## config.mk

```make
export PLATFORM = sky130hd
export DESIGN_NAME = pcmt_ctrl
export DESIGN_NICKNAME = d
export VERILOG_FILES = /design/src/rtl/core/pcmt_pkg.sv /design/src/rtl/core/pcmt_ctrl.sv
export SDC_FILE = /design/constraint.sdc
export NUM_CORES = 1
export LEC_CHECK = 0
export BUFFER_PORTS_ARGS = -buffer_cell sky130_fd_sc_hd__buf_2
export CORE_AREA = 2 2 39 41
export CTS_BUF_LIST = sky130_fd_sc_hd__clkbuf_4
export DETAILED_ROUTE_END_ITERATION = 12
export DIE_AREA = 0 0 41 43
export PLACE_DENSITY = 0.53
export SLEW_MARGIN = 20
export SYNTH_ARGS = -nofsm -noshare
export SYNTH_HDL_FRONTEND = slang
export SYNTH_SLANG_ARGS = --single-unit
```

## constraint.sdc

```tcl
create_clock -name clk -period 3.4 [get_ports clk]
set_input_delay 0.51 -clock clk [delete_from_list [all_inputs] [get_ports clk]]
set_output_delay 0.51 -clock clk [all_outputs]
set_load 0.01 [all_outputs]
```

## src/rtl/core/pcmt_pkg.sv

```systemverilog
// Shared constants and control types of the multi-threshold quantizer.
package pcmt_pkg;

    localparam int DEF_MAX_THRESHOLDS = 16;
    localparam int DEF_MAX_CHANNELS   = 64;
    localparam int DEF_VALUE_BITS     = 16;

    localparam int CHANNEL_BITS   = 12;
    localparam int SLOT_BITS      = 4;
    localparam int LEVEL_BITS     = 5;
    localparam int THR_CFG_BITS   = 5;
    localparam int CH_CFG_BITS    = 7;
    localparam int CFG_INDEX_BITS = 4;
    localparam int CFG_DATA_BITS  = 7;
    localparam int DIV_BITS       = CH_CFG_BITS;
    localparam int MOD_CNT_BITS   = $clog2(CHANNEL_BITS + 1);

    localparam logic [CFG_INDEX_BITS-1:0] REG_THRESHOLDS_IN_USE = 4'd0;
    localparam logic [CFG_INDEX_BITS-1:0] REG_CHANNELS_IN_USE   = 4'd1;

    localparam logic [THR_CFG_BITS-1:0] THR_CFG_RESET = 5'd16;
    localparam logic [CH_CFG_BITS-1:0]  CH_CFG_RESET  = 7'd64;

    localparam logic OP_LOAD   = 1'b0;
    localparam logic OP_SAMPLE = 1'b1;

    typedef struct packed {
        logic capture;
        logic mod_step;
        logic ram_we;
        logic scan_run;
        logic out_load;
    } pcmt_cmd_t;

    typedef struct packed {
        logic mod_last;
        logic is_load;
        logic scan_done;
    } pcmt_sts_t;

endpackage

```

## src/rtl/core/pcmt_ctrl.sv

```systemverilog
// Controller state machine that sequences item capture, remainder, table write, scan and result delivery.
module pcmt_ctrl (
    input  logic                clk,
    input  logic                rst_n,
    input  logic                in_valid,
    output logic                in_ready,
    output logic                out_valid,
    input  logic                out_ready,
    input  pcmt_pkg::pcmt_sts_t sts,
    output pcmt_pkg::pcmt_cmd_t cmd
);
    import pcmt_pkg::*;

    typedef enum logic [4:0] {
        ST_IDLE  = 5'b00001,
        ST_MOD   = 5'b00010,
        ST_WRITE = 5'b00100,
        ST_SCAN  = 5'b01000,
        ST_FIN   = 5'b10000
    } state_t;

    state_t state_reg;
    state_t state_next;
    logic   out_valid_reg;
    logic   out_valid_next;

    always_comb
    begin
        state_next = state_reg;
        cmd        = '0;
        in_ready   = 1'b0;
        case (state_reg)
            ST_IDLE:
            begin
                in_ready = 1'b1;
                if (in_valid)
                begin
                    cmd.capture = 1'b1;
                    state_next  = ST_MOD;
                end
            end
            ST_MOD:
            begin
                cmd.mod_step = 1'b1;
                if (sts.mod_last)
                begin
                    state_next = sts.is_load ? ST_WRITE : ST_SCAN;
                end
            end
            ST_WRITE:
            begin
                cmd.ram_we = 1'b1;
                state_next = ST_IDLE;
            end
            ST_SCAN:
            begin
                cmd.scan_run = 1'b1;
                if (sts.scan_done)
                begin
                    state_next = ST_FIN;
                end
            end
            ST_FIN:
            begin
                if (!out_valid_reg || out_ready)
                begin
                    cmd.out_load = 1'b1;
                    state_next   = ST_IDLE;
                end
            end
            default:
            begin
                state_next = ST_IDLE;
            end
        endcase
        out_valid_next = cmd.out_load | (out_valid_reg & ~out_ready);
    end

    always_ff @(posedge clk or negedge rst_n)
    begin
        if (!rst_n)
        begin
            state_reg     <= ST_IDLE;
            out_valid_reg <= 1'b0;
        end
        else
        begin
            state_reg     <= state_next;
            out_valid_reg <= out_valid_next;
        end
    end

    assign out_valid = out_valid_reg;

`ifndef SYNTHESIS
    a_out_slot_free: assert property (@(posedge clk) disable iff (!rst_n)
        cmd.out_load |-> (!out_valid_reg || out_ready))
        else $error("Result loaded over an item that was not taken.");

    a_accept_starts_mod: assert property (@(posedge clk) disable iff (!rst_n)
        (in_valid && in_ready) |=> (state_reg == ST_MOD))
        else $error("Accepted item did not start the remainder steps.");

    a_scan_to_fin: assert property (@(posedge clk) disable iff (!rst_n)
        (state_reg == ST_SCAN && sts.scan_done) |=> (state_reg == ST_FIN))
        else $error("Finished scan did not move to result delivery.");
`endif

endmodule

```

==> impl_summary.md <==
Outcome
The run finished with clean final reports.

Global routing
The number of global-route vias before repair is 287. The sum of overflow across all layers after global routing is 0. The overall global routing resource usage is 10.4%. The first global-routing pass estimated 1140 um of wire. The number of antenna violations at the first check in global routing came to 0.

The maximum number of pins on one net before global-route repair is 7.

Power and ir drop
In this run the static leakage power is 0.233 nW. For this design the ratio of total power to cell area is 767 nW/um2. After layout, the design draws a total of 338 uW. The highest ir drop seen on vdd is 0.000368 V.

Die
The die area is 1760 um2. The number of ports placed on the die boundary is 14. The number of standard-cell rows in the floorplan is 14.

From left edge to right edge, the die measures 41 um. From bottom edge to top edge, the die measures 43 um. Once the floorplan was initialized, standard cells occupied 23.5% of the core. The core region area is 1380 um2.

Clock network
The cell at the root of the clock tree is clkbuf_4. The post-cts hold buffer count is 0. The clock latency on the worst-skew pair is 0.26 ns. The post-CTS repair timing setup buffer count is 0.

The post-cts resize count is 0. Clock-pin slew was measured on the worst setup and hold paths at 0.06 ns. CTS saw 6 sinks. The longest clock path from root to sink contains 2 buffers. Buffers inserted during clock tree synthesis total 3. The clock tree from TritonCTS is done.

In this run the number of H-tree levels came out at 1.

Setup path
The startpoint-to-endpoint class of the critical path is flip-flop to output pin. For the worst setup path, the data arrival time is 1.72 ns. The largest fanout of any net on the critical path is 6. The number of buffers and inverters on the critical path is 1.

The longest individual stage delay on the worst path is 0.42 ns. The critical path capture point type is an output pin. The data required time at the worst endpoint is 2.89 ns.

The largest individual stage delay along the critical path comes from the cell dfrtp_1. The startpoint type of the worst setup path is a flip-flop. The gate family responsible for the most delay along the worst path is simple AND/OR/NAND/NOR gates. Traced cell by cell, the critical path runs through or3_4 > nor3b_1 > and2_1 > buf_2.

Cells and area
The number of antenna cells inserted is 0. The commonest non-fill, non-tap cell in the layout is buf_2. From synthesis to final layout, the design area changed by 35.4%. Leaving out fill and tap cells, the most frequent cells in the layout are buf_2 (13), dfrtp_1 (5), nor2_1 (4), clkbuf_4 (4), nor3b_1 (3). The share of cells above drive strength 1 is 42.9%. The flip-flop count of the largest register after layout is 5.

Cells fill 31.8% of the core in the end. The net count of the finished layout is 57. With fillers left out, the area of the finished cells amounts to 440 um2.

STA
Based on the critical path, the design can be clocked at up to 448 MHz. The final total negative setup slack is 0 ns. The worst-margin pin slew is 0.413 ns.

The worst-case setup margin in the final layout is 1.17 ns. On the final layout, the worst clock skew is 0.0146 ns. Counting I/O delays and the setup requirement, the final critical path takes 2.23 ns. The relative slew slack is 72.3%. In the finished design, the share of the clock period the worst path needs comes to 65.6%.

The count of final max-slew check failures is 0. Setup violations remaining at the end of the flow were counted as 0. The count of endpoints failing hold in the final timing report came to 0. Setup repair after global routing left no endpoint under its margin.

Run
The count of max-cap constraint violations is 0.

Synthesis
The simple-gate share of the synthesized area is 37.7%. The area share of xor/xnor cells in the synthesized design is 0%. After synthesis, the netlist uses 20 different library cells. The synthesized netlist devotes 13.5% of its cell area to compound gates.

Synthesis produced a netlist with a net count of 39. Of the total synthesized cell area, the portion taken by full adders, half adders and majority gates is 0%. The number of synthesized register bits is 6. The mapped netlist covers 325 um2. The share of synthesized area in the top cell type comes to 38.5%. The part of the Yosys area used for sequential elements is 46.5%. The biggest area consumer among synthesized cells is dfrtp_1. The post-synthesis mux area share is 0%. After synthesis, the largest family of logic cells by area is simple AND/OR/NAND/NOR gates.

The cell count after synthesis came out at 32. The average instance in the mapped netlist occupies 10.2 um2. The number of warnings reported in the yosys synthesis log is 0. After synthesis, the cell types taking the most area are dfrtp_1 (38%), dfstp_2 (8.1%), nor3b_1 (6.9%).

Detailed routing
The via count of the routed design is 303. The number of iterations in the first detailed-routing pass is 1. The post-detailed-route count of antenna-violating nets is 0. The count of unresolved DRC violations after routing is 0. The iteration-0 DRC count of the detailed router is 0. The aggregate routed wire length is 764 um. Using the TritonRoute via totals, the vias-per-cell ratio works out to 4.66. Dividing the detail-routed wire length by the instance count gives 11.8 um.

Hold path
The worst hold path belongs to the class input port to asynchronous set/reset pin.

Place
The detailed placer's ending HPWL is 606 um. Before CTS, the worst setup slack after placement is 1.43 ns. The routability congestion estimate from global placement is 0.697. The total placed instance area is 410 um2. Port buffering added 13 buffers.
## metal layers
metal	GRT usage, %	wire [um]
met4	2.00	0
met1	10.7	310
met5	0	0
met2	14.4	347
met3	11.0	106
## metrics by stage
stage,hold WS [ns],cells
CTS,0.0656,65
finish,0.0666,65
detailed placement,0.346,61
global placement,0.342,61
floorplan,0.214,32
global route,0.0682,65
## Yosys cell counts
cell type	n
o31ai_1	1
nand2b_1	1
dfrtp_1	5
nand2_1	2
and2_1	1
o2111ai_2	1
or4b_4	1
nand4b_1	1
nor3_1	1
nor2b_1	1
nor2_1	4
dfstp_2	1
nor3b_1	3
o41ai_1	1
nand3_1	1
inv_1	2
o21ai_1	1
o21bai_1	1
nand3b_1	2
or3_4	1
## cell families (layout without fill, tap and decap cells)
kind of cell           after synthesis  in the layout
AND/OR/NAND/NOR                     19             19
flip-flops                           6              6
AO/OA/AOI/OAI                        5              5
buffers and inverters                2             19
## final timing paths
path | start | endpoint | slack (ns) | cells after the start
worst max-delay path | state_reg[4]$_DFFE_PN0P_ | cmd[4] | 1.17 | 4
worst min-delay path | rst_n | state_reg[1]$_DFFE_PN0P_ | 0.07 | 1
worst max register to register | state_reg[4]$_DFFE_PN0P_ | state_reg[3]$_DFFE_PN0P_ | 1.70 | 4
worst min register to register | state_reg[3]$_DFFE_PN0P_ | state_reg[4]$_DFFE_PN0P_ | 0.62 | 2
max in group asynchronous | rst_n | state_reg[0]$_DFFE_PN1P_ | 3.09 | 1
min in group clk | sts[1] | state_reg[3]$_DFFE_PN0P_ | 0.46 | 2
## layout make-up
| cell class | count | area, um2 |
|---|---|---|
| well taps | 16 | 20.0 |
| inverters | 2 | 7.51 |
| flip-flops and latches | 6 | 151 |
| multi-input cells | 24 | 166 |
| fillers | 159 | 943 |
| clock buffers | 4 | 30.0 |
| repair buffers | 13 | 65.1 |
## report_power, final
part | switching (mW) | total [mW] | internal [mW] | leakage, nW
sequential | 0.0190 | 0.114 | 0.0953 | 0.0790
clock | 0.0297 | 0.0823 | 0.0527 | 0.0184
combinational | 0.0736 | 0.141 | 0.0677 | 0.136
Power figures use the tool's default switching activity.
